File: src/rtl/core/pse_pkg.sv
`default_nettype none
// ----------------------------------------------------------------------------
// Postfix stack evaluator package
// Shared widths, token codes and the command/status bundles that join the
// controller and the datapath.
// ----------------------------------------------------------------------------
package pse_pkg;

  localparam int VALUE_BITS      = 32;
  localparam int FRAC_BITS       = 16;
  localparam int INT_BITS        = VALUE_BITS - FRAC_BITS;
  localparam int STACK_DEPTH_DEF = 16;

  // The multiply and divide magnitude register holds a full quotient.
  localparam int MAG_BITS  = VALUE_BITS + FRAC_BITS;
  localparam int DIV_STEPS = MAG_BITS;
  localparam int STEP_BITS = $clog2(DIV_STEPS + 1);

  localparam int REQ_BITS = 3;
  localparam int OP_BITS  = 4;

  localparam logic [REQ_BITS-1:0] REQ_NUMBER   = 3'd0;
  localparam logic [REQ_BITS-1:0] REQ_PROPERTY = 3'd1;
  localparam logic [REQ_BITS-1:0] REQ_BINARY   = 3'd2;
  localparam logic [REQ_BITS-1:0] REQ_NOT      = 3'd3;

  localparam logic [OP_BITS-1:0] OP_ADD    = 4'd0;
  localparam logic [OP_BITS-1:0] OP_SUB    = 4'd1;
  localparam logic [OP_BITS-1:0] OP_MUL    = 4'd2;
  localparam logic [OP_BITS-1:0] OP_DIV    = 4'd3;
  localparam logic [OP_BITS-1:0] OP_EQ     = 4'd4;
  localparam logic [OP_BITS-1:0] OP_NE     = 4'd5;
  localparam logic [OP_BITS-1:0] OP_LT     = 4'd6;
  localparam logic [OP_BITS-1:0] OP_GT     = 4'd7;
  localparam logic [OP_BITS-1:0] OP_LE     = 4'd8;
  localparam logic [OP_BITS-1:0] OP_GE     = 4'd9;
  localparam logic [OP_BITS-1:0] OP_AND    = 4'd10;
  localparam logic [OP_BITS-1:0] OP_OR     = 4'd11;
  localparam logic [OP_BITS-1:0] OP_XOR    = 4'd12;
  localparam logic [OP_BITS-1:0] OP_ASSIGN = 4'd13;

  localparam logic [VALUE_BITS-1:0] VAL_MAX = {1'b0, {(VALUE_BITS-1){1'b1}}};
  localparam logic [VALUE_BITS-1:0] VAL_MIN = {1'b1, {(VALUE_BITS-1){1'b0}}};
  localparam logic [VALUE_BITS-1:0] ONE_FIX = {{(INT_BITS-1){1'b0}}, 1'b1,
                                               {FRAC_BITS{1'b0}}};

  typedef struct packed {
    logic accept;    // token beat taken into the token register
    logic exec;      // decode and execute the held token
    logic div_step;  // one restoring-division step
    logic commit;    // saturate the multiply/divide magnitude onto the stack
    logic finish;    // load the result register and clear the stack
  } pse_cmd_t;

  typedef struct packed {
    logic is_mul;    // held token is a multiply
    logic is_div;    // held token is a divide with a nonzero divisor
    logic last;      // held token ends the expression
    logic div_last;  // the divider is on its final step
  } pse_sts_t;

endpackage
`default_nettype wire

File: src/rtl/core/pse_ram.sv
`default_nettype none
// ----------------------------------------------------------------------------
// Generic single-write RAM
// One write port and one read port with registered read data.
// ----------------------------------------------------------------------------
module pse_ram #(
  parameter int WIDTH = 32,
  parameter int DEPTH = 16
) (
  input  wire logic                     clk,
  input  wire logic                     wr_en,
  input  wire logic [$clog2(DEPTH)-1:0] wr_addr,
  input  wire logic [WIDTH-1:0]         wr_data,
  input  wire logic [$clog2(DEPTH)-1:0] rd_addr,
  output logic      [WIDTH-1:0]         rd_data
);

  logic [WIDTH-1:0] mem [DEPTH];

  always_ff @(posedge clk) begin
    if (wr_en) begin
      mem[wr_addr] <= wr_data;
    end
    rd_data <= mem[rd_addr];
  end

endmodule
`default_nettype wire

File: src/rtl/core/pse_ctrl.sv
`default_nettype none
// ----------------------------------------------------------------------------
// Postfix stack evaluator controller
// Sequences one token at a time through execute, divide and commit steps,
// and owns the result valid flag.
// ----------------------------------------------------------------------------
module pse_ctrl (
  input  wire logic             clk,
  input  wire logic             rst,
  input  wire logic             s_tvalid,
  output logic                  s_tready,
  output logic                  m_tvalid,
  input  wire logic             m_tready,
  input  wire pse_pkg::pse_sts_t sts,
  output pse_pkg::pse_cmd_t     cmd
);

  typedef enum logic [2:0] {
    ST_IDLE,
    ST_EXEC,
    ST_DIV,
    ST_COMMIT,
    ST_LAST
  } state_t;

  state_t state;
  logic   out_free;

  assign s_tready = (state == ST_IDLE);
  assign out_free = !m_tvalid || m_tready;

  always_comb begin
    cmd          = '0;
    cmd.accept   = s_tvalid && s_tready;
    cmd.exec     = (state == ST_EXEC);
    cmd.div_step = (state == ST_DIV);
    cmd.commit   = (state == ST_COMMIT);
    cmd.finish   = (state == ST_LAST) && out_free;
  end

  always_ff @(posedge clk) begin
    if (rst) begin
      state    <= ST_IDLE;
      m_tvalid <= 1'b0;
    end else begin
      // The result register empties on a taken beat and refills on finish.
      if (cmd.finish) begin
        m_tvalid <= 1'b1;
      end else if (m_tready) begin
        m_tvalid <= 1'b0;
      end

      unique case (state)
        ST_IDLE: begin
          if (cmd.accept) begin
            state <= ST_EXEC;
          end
        end
        ST_EXEC: begin
          if (sts.is_mul) begin
            state <= ST_COMMIT;
          end else if (sts.is_div) begin
            state <= ST_DIV;
          end else if (sts.last) begin
            state <= ST_LAST;
          end else begin
            state <= ST_IDLE;
          end
        end
        ST_DIV: begin
          if (sts.div_last) begin
            state <= ST_COMMIT;
          end
        end
        ST_COMMIT: begin
          state <= sts.last ? ST_LAST : ST_IDLE;
        end
        ST_LAST: begin
          if (out_free) begin
            state <= ST_IDLE;
          end
        end
        default: begin
          state <= ST_IDLE;
        end
      endcase
    end
  end

endmodule
`default_nettype wire

File: src/rtl/core/pse_dp.sv
`default_nettype none
// ----------------------------------------------------------------------------
// Postfix stack evaluator datapath
// Top-of-stack register over a RAM for the lower entries, the ALU, a shared
// multiply/divide magnitude register with saturation, and sticky error flags.
// ----------------------------------------------------------------------------
module pse_dp #(
  parameter int STACK_DEPTH = pse_pkg::STACK_DEPTH_DEF
) (
  input  wire logic                                   clk,
  input  wire logic                                   rst,
  input  wire pse_pkg::pse_cmd_t                      cmd,
  output pse_pkg::pse_sts_t                           sts,
  input  wire logic [pse_pkg::REQ_BITS-1:0]           req_type,
  input  wire logic [pse_pkg::OP_BITS-1:0]            op_code,
  input  wire logic signed [pse_pkg::VALUE_BITS-1:0]  number_value,
  input  wire logic                                   last_token,
  output logic signed [pse_pkg::VALUE_BITS-1:0]       result_value,
  output logic                                        underflow_flag,
  output logic                                        overflow_flag,
  output logic                                        arith_error_flag
);

  localparam int VB = pse_pkg::VALUE_BITS;
  localparam int FB = pse_pkg::FRAC_BITS;
  localparam int IB = pse_pkg::INT_BITS;
  localparam int MB = pse_pkg::MAG_BITS;
  localparam int SB = pse_pkg::STEP_BITS;
  localparam int CW = $clog2(STACK_DEPTH + 1);
  localparam int AW = $clog2(STACK_DEPTH);

  // Integer part, truncated toward zero.
  function automatic logic [IB-1:0] int_part(input logic [VB-1:0] v);
    logic round_up;
    round_up = v[VB-1] & (|v[FB-1:0]);
    int_part = v[VB-1:FB] + {{(IB-1){1'b0}}, round_up};
  endfunction

  // Token register.
  logic [pse_pkg::REQ_BITS-1:0] tok_req;
  logic [pse_pkg::OP_BITS-1:0]  tok_op;
  logic [VB-1:0]                tok_val;
  logic                         tok_last;

  // Stack and flags.
  logic [VB-1:0] tos;
  logic [CW-1:0] count;
  logic          err_under;
  logic          err_over;
  logic          err_arith;

  // Multiply/divide unit.
  logic [MB-1:0] mag;
  logic [VB-1:0] rem;
  logic [VB-1:0] dvs;
  logic          neg;
  logic [SB-1:0] step_cnt;

  logic [AW-1:0] ram_wr_addr;
  logic [AW-1:0] ram_rd_addr;
  logic [VB-1:0] ram_rd_data;
  logic          ram_wr_en;
  logic [CW-1:0] cnt_m1;
  logic [CW-1:0] cnt_m2;

  logic          has1;
  logic          has2;
  logic          full;
  logic          is_push;
  logic          is_not;
  logic          is_binary;
  logic [VB-1:0] push_val;
  logic [VB-1:0] left;
  logic [VB-1:0] right;
  logic [VB-1:0] mag_l;
  logic [VB-1:0] mag_r;
  logic [2*VB-1:0] product;
  logic [VB:0]   sum;
  logic [VB:0]   diff;
  logic          lt;
  logic [IB-1:0] il;
  logic [IB-1:0] ir;
  logic [VB-1:0] alu_res;
  logic          alu_arith;
  logic [VB-1:0] not_res;

  logic [VB-1:0] lim;
  logic          mag_over;
  logic [VB-1:0] comm_res;

  logic [VB:0]   rem_sh;
  logic [VB:0]   rem_sub;
  logic          q_bit;

  assign cnt_m1      = count - CW'(1);
  assign cnt_m2      = count - CW'(2);
  assign ram_wr_addr = cnt_m1[AW-1:0];
  assign ram_rd_addr = cnt_m2[AW-1:0];

  pse_ram #(
    .WIDTH (VB),
    .DEPTH (STACK_DEPTH)
  ) u_stack_ram (
    .clk     (clk),
    .wr_en   (ram_wr_en),
    .wr_addr (ram_wr_addr),
    .wr_data (tos),
    .rd_addr (ram_rd_addr),
    .rd_data (ram_rd_data)
  );

  assign has1      = (count != '0);
  assign has2      = (count >= CW'(2));
  assign full      = (count == CW'(STACK_DEPTH));
  assign is_push   = (tok_req == pse_pkg::REQ_NUMBER) || (tok_req == pse_pkg::REQ_PROPERTY);
  assign is_not    = (tok_req == pse_pkg::REQ_NOT);
  assign is_binary = (tok_req == pse_pkg::REQ_BINARY) && (tok_op <= pse_pkg::OP_ASSIGN);
  assign push_val  = (tok_req == pse_pkg::REQ_NUMBER) ? tok_val : pse_pkg::ONE_FIX;

  // The lower operand was read from RAM in the accept cycle.
  assign right = has1 ? tos : '0;
  assign left  = has2 ? ram_rd_data : '0;

  assign mag_l   = left[VB-1]  ? (~left + VB'(1))  : left;
  assign mag_r   = right[VB-1] ? (~right + VB'(1)) : right;
  assign product = mag_l * mag_r;

  assign sum  = {left[VB-1], left} + {right[VB-1], right};
  assign diff = {left[VB-1], left} - {right[VB-1], right};
  assign lt   = $signed(left) < $signed(right);
  assign il   = int_part(left);
  assign ir   = int_part(right);
  assign not_res = {~ir, {FB{1'b0}}};

  always_comb begin
    alu_res   = '0;
    alu_arith = 1'b0;
    unique case (tok_op)
      pse_pkg::OP_ADD: begin
        if (sum[VB] != sum[VB-1]) begin
          alu_arith = 1'b1;
          alu_res   = sum[VB] ? pse_pkg::VAL_MIN : pse_pkg::VAL_MAX;
        end else begin
          alu_res = sum[VB-1:0];
        end
      end
      pse_pkg::OP_SUB: begin
        if (diff[VB] != diff[VB-1]) begin
          alu_arith = 1'b1;
          alu_res   = diff[VB] ? pse_pkg::VAL_MIN : pse_pkg::VAL_MAX;
        end else begin
          alu_res = diff[VB-1:0];
        end
      end
      pse_pkg::OP_DIV: begin
        // Only division by zero completes here.
        alu_arith = 1'b1;
        if (left == '0) begin
          alu_res = '0;
        end else begin
          alu_res = left[VB-1] ? pse_pkg::VAL_MIN : pse_pkg::VAL_MAX;
        end
      end
      pse_pkg::OP_EQ:  alu_res = (left == right)     ? pse_pkg::ONE_FIX : '0;
      pse_pkg::OP_NE:  alu_res = (left != right)     ? pse_pkg::ONE_FIX : '0;
      pse_pkg::OP_LT:  alu_res = lt                  ? pse_pkg::ONE_FIX : '0;
      pse_pkg::OP_GT:  alu_res = (!lt && left != right) ? pse_pkg::ONE_FIX : '0;
      pse_pkg::OP_LE:  alu_res = (lt || left == right)  ? pse_pkg::ONE_FIX : '0;
      pse_pkg::OP_GE:  alu_res = !lt                 ? pse_pkg::ONE_FIX : '0;
      pse_pkg::OP_AND: alu_res = {il & ir, {FB{1'b0}}};
      pse_pkg::OP_OR:  alu_res = {il | ir, {FB{1'b0}}};
      pse_pkg::OP_XOR: alu_res = {il ^ ir, {FB{1'b0}}};
      default:         alu_res = '0;
    endcase
  end

  // A negative result may reach one step further than a positive one.
  assign lim      = neg ? pse_pkg::VAL_MIN : pse_pkg::VAL_MAX;
  assign mag_over = (|mag[MB-1:VB]) || (mag[VB-1:0] > lim);
  always_comb begin
    if (mag_over) begin
      comm_res = neg ? pse_pkg::VAL_MIN : pse_pkg::VAL_MAX;
    end else if (neg) begin
      comm_res = ~mag[VB-1:0] + VB'(1);
    end else begin
      comm_res = mag[VB-1:0];
    end
  end

  // Restoring division: the numerator shifts out of mag as quotient bits
  // shift in at the bottom.
  assign rem_sh  = {rem, mag[MB-1]};
  assign rem_sub = rem_sh - {1'b0, dvs};
  assign q_bit   = (rem_sh >= {1'b0, dvs});

  assign ram_wr_en = cmd.exec && is_push && !full && has1;

  always_comb begin
    sts          = '0;
    sts.is_mul   = is_binary && (tok_op == pse_pkg::OP_MUL);
    sts.is_div   = is_binary && (tok_op == pse_pkg::OP_DIV) && (right != '0);
    sts.last     = tok_last;
    sts.div_last = (step_cnt == SB'(1));
  end

  always_ff @(posedge clk) begin
    if (rst) begin
      tos       <= '0;
      count     <= CW'(1);
      err_under <= 1'b0;
      err_over  <= 1'b0;
      err_arith <= 1'b0;
      step_cnt  <= '0;
    end else if (cmd.finish) begin
      tos       <= '0;
      count     <= CW'(1);
      err_under <= 1'b0;
      err_over  <= 1'b0;
      err_arith <= 1'b0;
    end else if (cmd.exec) begin
      if (is_push) begin
        if (full) begin
          err_over <= 1'b1;
        end else begin
          tos   <= push_val;
          count <= count + CW'(1);
        end
      end else if (is_not) begin
        tos <= not_res;
        if (!has1) begin
          err_under <= 1'b1;
          count     <= CW'(1);
        end
      end else if (is_binary) begin
        count <= has2 ? cnt_m1 : CW'(1);
        if (!has2) begin
          err_under <= 1'b1;
        end
        if (!sts.is_mul && !sts.is_div) begin
          tos <= alu_res;
          if (alu_arith) begin
            err_arith <= 1'b1;
          end
        end
        if (sts.is_div) begin
          step_cnt <= SB'(pse_pkg::DIV_STEPS);
        end
      end
    end else if (cmd.div_step) begin
      step_cnt <= step_cnt - SB'(1);
    end else if (cmd.commit) begin
      tos <= comm_res;
      if (mag_over) begin
        err_arith <= 1'b1;
      end
    end
  end

  always_ff @(posedge clk) begin
    if (cmd.accept) begin
      tok_req  <= req_type;
      tok_op   <= op_code;
      tok_val  <= number_value;
      tok_last <= last_token;
    end
    if (cmd.exec && sts.is_mul) begin
      mag <= product[2*VB-1:FB];
      neg <= left[VB-1] ^ right[VB-1];
    end else if (cmd.exec && sts.is_div) begin
      mag <= {mag_l, {FB{1'b0}}};
      dvs <= mag_r;
      rem <= '0;
      neg <= left[VB-1] ^ right[VB-1];
    end else if (cmd.div_step) begin
      mag <= {mag[MB-2:0], q_bit};
      rem <= q_bit ? rem_sub[VB-1:0] : rem_sh[VB-1:0];
    end
    if (cmd.finish) begin
      result_value     <= has1 ? tos : '0;
      underflow_flag   <= err_under | !has1;
      overflow_flag    <= err_over;
      arith_error_flag <= err_arith;
    end
  end

endmodule
`default_nettype wire

File: src/rtl/core/postfix_stack_evaluator_top.sv
`default_nettype none
// ----------------------------------------------------------------------------
// Postfix stack evaluator
// Evaluates a postfix token stream on a Q16.16 value stack and emits the top
// of the stack with sticky error flags at the end of each expression.
//
//   Channel   Dir  Payload                                   Beat ends
//   s_*       in   tuser: req_type, op_code; tdata: number   s_tlast = last token
//   m_*       out  tdata: result; tuser: under, over, arith  one beat per expression
//
// A token passes through the accept cycle, which also reads the entry below
// the top from the stack RAM, and an execute cycle. A multiply adds a commit
// step for saturation after the registered 32x32 product; a divide with a nonzero
// divisor adds steps of one-bit restoring division and then a commit step.
// A last token adds a step to load the result register, and waits there
// while a previous result has not been taken. Reset leaves a stack holding a
// single zero with all flags clear; there is no clearing pass.
// ----------------------------------------------------------------------------
module postfix_stack_evaluator_top #(
  parameter int STACK_DEPTH = pse_pkg::STACK_DEPTH_DEF
) (
  input  wire logic                                  clk,
  input  wire logic                                  rst,
  input  wire logic                                  s_tvalid,
  output logic                                       s_tready,
  input  wire logic signed [pse_pkg::VALUE_BITS-1:0] s_tdata,  // number_value
  input  wire logic [6:0]                            s_tuser,  // req_type, op_code
  input  wire logic                                  s_tlast,  // last_token
  output logic                                       m_tvalid,
  input  wire logic                                  m_tready,
  output logic signed [pse_pkg::VALUE_BITS-1:0]      m_tdata,  // result_value
  output logic [2:0]                                 m_tuser   // underflow, overflow,
                                                               // arith_error
);

  pse_pkg::pse_cmd_t cmd;
  pse_pkg::pse_sts_t sts;

  pse_ctrl u_ctrl (
    .clk      (clk),
    .rst      (rst),
    .s_tvalid (s_tvalid),
    .s_tready (s_tready),
    .m_tvalid (m_tvalid),
    .m_tready (m_tready),
    .sts      (sts),
    .cmd      (cmd)
  );

  pse_dp #(
    .STACK_DEPTH (STACK_DEPTH)
  ) u_dp (
    .clk              (clk),
    .rst              (rst),
    .cmd              (cmd),
    .sts              (sts),
    .req_type         (s_tuser[2:0]),
    .op_code          (s_tuser[6:3]),
    .number_value     (s_tdata),
    .last_token       (s_tlast),
    .result_value     (m_tdata),
    .underflow_flag   (m_tuser[0]),
    .overflow_flag    (m_tuser[1]),
    .arith_error_flag (m_tuser[2])
  );

`ifndef NO_ASSERTIONS
  // A token goes through its execute cycle before the next is taken.
  assert property (@(posedge clk) disable iff (rst) cmd.accept |=> !s_tready)
    else $error("token accepted without an execute cycle");

  // A result is never loaded over one that has not been taken.
  assert property (@(posedge clk) disable iff (rst)
                   cmd.finish |-> (!m_tvalid || m_tready))
    else $error("result register overwritten");

  assert property (@(posedge clk) disable iff (rst) cmd.finish |=> m_tvalid)
    else $error("finished expression did not raise result valid");

  // The divider only runs while no new token can enter.
  assert property (@(posedge clk) disable iff (rst) cmd.div_step |-> !s_tready)
    else $error("divider stepping while accepting tokens");
`endif

endmodule
`default_nettype wire
File: config.mk
export PLATFORM = sky130hd
export DESIGN_NAME = postfix_stack_evaluator_top
export DESIGN_NICKNAME = d
export VERILOG_FILES = /design/src/rtl/core/pse_pkg.sv /design/src/rtl/core/pse_ram.sv /design/src/rtl/core/pse_ctrl.sv /design/src/rtl/core/pse_dp.sv /design/src/rtl/core/postfix_stack_evaluator_top.sv
export SDC_FILE = /design/constraint.sdc
export NUM_CORES = 2
export LEC_CHECK = 0
export BUFFER_PORTS_ARGS = -buffer_cell sky130_fd_sc_hd__buf_4
export CAP_MARGIN = 30
export CORE_MARGIN = 4
export CORE_UTILIZATION = 50
export DETAILED_ROUTE_END_ITERATION = 8
export MAX_ROUTING_LAYER = met4
export PLACE_DENSITY = 0.68
export SYNTH_ARGS = -nofsm -noshare
export SYNTH_HDL_FRONTEND = slang
export SYNTH_SLANG_ARGS = --single-unit
File: constraint.sdc
create_clock -name clk -period 11.6 [get_ports clk]
set_input_delay 0.58 -clock clk [delete_from_list [all_inputs] [get_ports clk]]
set_output_delay 0.58 -clock clk [all_outputs]
set_load 0.01 [all_outputs]
# Word level (Yosys, flattened, before mapping)
# Memories as Yosys holds them, arrays and structs flattened. A register that Yosys moved wholly into a read port is not among the register bits.
# Index checks and enable logic that the tools add are counted.
# totals
n_memories,1
input_bits,44
ramBits,512
register_bits,238
output_inout_bits,37
# classes
n_reduce_logical,51
eq_ne,42
multipliers,1
bitwise_logic,14
n_addsub,12
mux,75
order_cmp,5
# memory_table
memory,depth,word_bits,read_ports,rd_clocked_by_memory_dff,wr,line,rtl
u_dp.u_stack_ram.mem,16,32,1,1,1,pse_ram.sv:18,logic [WIDTH-1:0] mem [DEPTH];
# ops
op,n
two-way mux 32 bit,24
case mux 32 bit (12 select lines),1
two-way mux 48 bit,3
two-way mux 17 bit,6
adder 32 x 1 -> 32 bit (second input constant),3
NOT 32 bit,3
multiplier 32 x 32 -> 64 bit,1
OR reduction 16 bit,3
two-way mux 6 bit,6
adder 32 x 32 -> 33 bit,1
>= comparator 33 x 32 -> 1 bit,1
subtractor 32 x 32 -> 33 bit,1
adder 16 x 1 -> 16 bit,2
equality test 32 bit,1
> comparator 32 bit,1
zero test 32 bit,1
less-than comparator 32 bit,1
!= test 32 bit,1
nonzero test 32 bit,1
subtractor 32 bit,1
two-way mux 5 bit,6
two-way mux 1 bit,21
equality test 4 bit (second input constant),5
!= test 2 bit (second input constant),10
44 further kinds,96

# Depth between registers and ports, before layout
# depth
depth_word,12
mapped_depth,44
depth_no_buf,37

# Cells and area by module
# Synthesis repeated with hierarchy kept, for this count alone.
# hier_totals
cells_unflattened,7007
hier_area_um2,72056.6
# by_module_without_submodules
mod,area_per_inst_um2,cells_each,instances,seq_area_each_um2
pse_dp,52001.1,6145,1,6566.3
pse_ram,19835.3,838,1,16015.4
pse_ctrl,220.2,24,1,80.1

# Worst setup path after synthesis
# Ideal clock, no wire load.
# synth_timing
path_kind,flip-flop to flip-flop
start,register u_dp.count[1]
end,"register u_dp.mag[41], data pin"
required_time_ns,11.339
path_buffers,6
setup_slack_ns,0.794
arrival_time_ns,10.545
path_stages_with_launch,42
setup_time_ns,0.261
period_less_slack_ns,10.806
cell_sequence,dfxtp_1 -> clkbuf_1 -> clkbuf_1 -> inv_1 -> ha_1 -> or3b_2 -> o21a_1 -> clkbuf_1 -> inv_1 -> clkbuf_1 -> ha_1 -> o21ai_1 -> o31ai_1 -> xor2_1 -> or2_2 -> clkbuf_1 -> clkbuf_1 -> nor2_1 -> [6 not listed] -> fa_1 -> fa_1 -> fa_1 -> inv_1 -> fa_1 -> inv_1 -> ha_1 -> and4_1 -> and2_1 -> nand3_1 -> a31o_2 -> nand3_1 -> a221o_1 -> a41oi_1 -> o311a_1 -> o31ai_1 -> xnor2_1 -> a221o_1
# synth_between
elab_chain_cells,7
# synth_rtl
item,line,rtl
"start, declared",pse_dp.sv:47,logic [CW-1:0] count;
"start signal, assigned",pse_dp.sv:226,count <= count + CW'(1);
"start signal, assigned",pse_dp.sv:235,count <= has2 ? cnt_m1 : CW'(1);
>= comparator 5 x 2 -> 1 bit / nonzero test 5 bit (equally long branches),"pse_dp.sv:113, pse_dp.sv:112",
"two-way mux 32 bit, on equally long branches",-,
"NOT 32 bit, or another cell as far along",pse_dp.sv:124,assign mag_l = left[VB-1] ? (~left + VB'(1)) : left;
"adder 32 x 1 -> 32 bit, or another cell as far along",pse_dp.sv:124,
"two-way mux 32 bit, or another cell as far along",pse_dp.sv:124,
multiplier 32 x 32 -> 64 bit / two-way mux 48 bit (equally long branches),"pse_dp.sv:126, pse_dp.sv:269",
two-way mux 48 bit (*),pse_dp.sv:266,if (cmd.exec && sts.is_mul) begin
"end signal, assigned",pse_dp.sv:267,mag <= product[2*VB-1:FB];
"end signal, assigned",pse_dp.sv:270,"mag <= {mag_l, {FB{1'b0}}};"
"end signal, assigned",pse_dp.sv:275,"mag <= {mag[MB-2:0], q_bit};"
"end, declared",pse_dp.sv:53,logic [MB-1:0] mag;
# Every way passes the cells marked *; elsewhere a longest branch is shown, timed or not.
# A chain may end at the register's enable or synchronous reset.

# Worst setup path in the final report
# layout_timing
start,register u_dp.u_stack_ram.rd_data[4] (read register of u_dp.u_stack_ram.mem)
end,"register u_dp.mag[41], data pin"
# layout_between
elab_chain_cells,6
# layout_rtl
item,line,rtl
"start, declared",pse_ram.sv:15,output logic [WIDTH-1:0] rd_data
two-way mux 32 bit (*),pse_dp.sv:122,assign left = has2 ? ram_rd_data : '0;
NOT 32 bit,pse_dp.sv:124,
adder 32 x 1 -> 32 bit,pse_dp.sv:124,
two-way mux 32 bit (*),pse_dp.sv:124,
multiplier 32 x 32 -> 64 bit / two-way mux 48 bit (equally long branches),"pse_dp.sv:126, pse_dp.sv:269",
two-way mux 48 bit (*),pse_dp.sv:266,
# Marks and branches as above.

==> impl_metrics.toml <==
[outcome]
run_status = "complete, no violations"

[global_routing]
grt_pass1_vias = 55400
grt_overflow_total = 0
grt_max_degree = 67
grt_usage_pct = 34.5
grt_pass1_wl_um = 372000
antenna_found_initial = 12

[clocking]
clk_latency_ns = 0.72
htreeDepth = 3
clock_path_buffers = 3
path_clk_slew_ns = 0.06
cts_tree = "done"
cts-root-buf = "clkbuf_16"
clock_sinks = 782
numCtsBuffers = 83

[timing]
finalCriticalPeriod_ns = 11.37
min_period_over_period_pct = 98.0
skew_ns = 0.0825
max_freq_ghz = 0.0880
setup_viol = 0
hold_viol_final = 0
slew_viol_final = 0
fin_hold_ws_ns = 0.0479
max_slew_margin_pct = 25.1
tightest_slew_ns = 1.11

[cells_and_area]
mostFrequentLayoutCell = "inv_1"
fill_cells = 12300
area_growth_pct = 9.34
final_nets = 8337
drive_gt1_share_pct = 10.5
layout_common_cells = "inv_1 (1027), fa_1 (897), nor2_1 (839)"
design_area_um2 = 79200
final_util_pct = 55.1

[drt]
wl_per_cell_um = 28.1
drtIter0Drc = 6395
drc = 0
viasPerCell = 6.10
final_antenna_net_count = 0
dr.pass1.iters = 6
drt-total-wl_um = 251000
vias = 54500

[placed_design]
hpwl_um = 192000
place_congestion = 1.02
io_buffers = 80
dpl-instance-area_um2 = 75900

[power_and_ir_drop]
leakage_nw = 34.0
power.density_nw_per_um2 = 87.5
vdd_drop_max_mv = 0.164
total_power_mw = 6.94

[worst_setup_path]
worstSetupPathType = "flop to flop"
start_kind = "flop"
worstPathArrival_ns = 11.84
required_ns = 12.07
crit_fanout = 6
cpMostUsedCell = "fa_1"
end_kind = "flop"
critPathMaxStageDelay_ns = 0.68
cp_slowest_cell = "fa_1"

[synth]
ys_seq_area_share_pct = 31.3
synth_area_per_cell_um2 = 10.5
synthDistinctLibCells = 106
synth_edf_count = 700
yosysWarnings = 0
synth_nets = 8305
syn-cell-area_um2 = 72500
ys.flop_type = "edfxtp_1"
synth_seq_cells = 782
synthArstFlopShare_pct = 0
syn_inst = 6923

[hold_path]
hold_path.class = "input port to flop"

[die]
die_h_um = 389
fp-row-count = 139
core-area_um2 = 144000
dieWidth_um = 389
fp.dieArea_um2 = 151000
initial_utilization_pct = 50.4
io_pins = 81

[flow_run]
max_cap_violations = 0
## per-stage QoR
stage | TNS (ns) | setup slack (ns) | instances
5_1_grt | -0.0216 | -0.0216 | 8934
4_1_cts | 0 | 0.144 | 8920
3_5_place_dp | 0 | 0.177 | 8731
3_3_place_gp | 0 | 0.245 | 8720
2_1_floorplan | 0 | 0.794 | 6923
6_report | 0 | 0.234 | 8939
## final cells by class
type,count,area (um2),area share (%)
Multi-Input combinational cell,4716,44700,56.4
Sequential cell,782,22700,28.6
Inverter,1039,3910,4.93
Timing Repair Buffer,333,2760,3.48
Tap cell,1903,2380,3.00
Clock buffer,111,2260,2.86
Clock inverter,40,527,0.665
Antenna cell,15,37.5,0.0474
## logic make-up (layout without fill, tap and decap cells)
logic type                 count (synthesis)  after routing  synth area share (%)
xor gates and xnor gates                 221            221                  2.71
AOI/OAI and AO/OA                        956            956                  8.61
muxes                                    197            197                  5.49
buffers and inverters                   1425           1523                  7.45
DFF                                      782            782                  31.3
adders and majority gates               1341           1341                  32.4
and+or+nand+nor                         2001           2001                  12.0
other                                      0             15                     0
## cell usage after synthesis, drive strengths merged (103+ instances only)
cell    number  area (um2)
xnor2      118        1060
fa         897       18000
o21ai      218        1090
nor2       872        3280
a21oi      255        1280
clkbuf     331        1240
inv       1030        3870
ha         441        5520
mux4       160        3600
xor2       103         902
edfxtp     700       21000
nand2      649        2450
## sequential cells by signal, indices dropped and copies added (netlist names), 6 cells and up
signal / count
u_dp.result_value: 32
u_dp.dvs: 32
u_dp.step_cnt: 6
u_dp.tos: 32
u_dp.mag: 48
u_dp.rem: 32
u_dp.u_stack_ram.rd_data: 32
u_dp.tok_val: 32
u_dp.u_stack_ram.mem: 512
## what timing repair did
| action | CTS | global route |
|---|---|---|
| hold endpoints to repair | 38 | 0 |
| hold buffers | 38 | 0 |
| buffers inserted | 0 | 2 |
| gates resized for setup | 0 | 13 |
| endpoints found under the setup margin | 0 | 14 |
## power breakdown
group,switching [mW],internal [mW],leakage (nW)
Clock,1.17,1.53,1.34
Combinational,0.764,0.338,25.7
Sequential,0.0505,3.08,6.98
Total,1.99,4.95,34.0
## final timing paths
path	startpoint	endpoint	slack (ns)	depth (start not counted)
max reg2reg	u_dp.u_stack_ram.rd_data[4]	u_dp.mag[41]	0.23	34
max	u_dp.u_stack_ram.rd_data[4]	u_dp.mag[41]	0.23	34
min reg2reg	u_dp.err_under	u_dp.err_under	0.48	2
min	s_tdata[15]	u_dp.tok_val[15]	0.05	1
## worst max-delay path: cells and delay by family (launching register included)
| family | cells | cell delay, ns |
|---|---|---|
| AO/OA/AOI/OAI | 11 | 2.88 |
| XOR/XNOR | 2 | 0.35 |
| adder cells (fa/ha/maj) | 9 | 4.51 |
| buffers and inverters | 5 | 0.63 |
| flip-flops | 1 | 0.40 |
| AND/OR/NAND/NOR | 7 | 2.39 |
## per-layer routing
layer	share of wire [%]	wire length, um	GRT usage [%]	up-vias
li1	-	-	-	23100
met1	40	100000	46.3	27800
met2	44	110000	50.3	3089
met3	11	28300	8.68	564
met4	5.1	12700	14.4	0
met5	0	0	-	-
No activity file was read; power rests on OpenSTA's default activity.
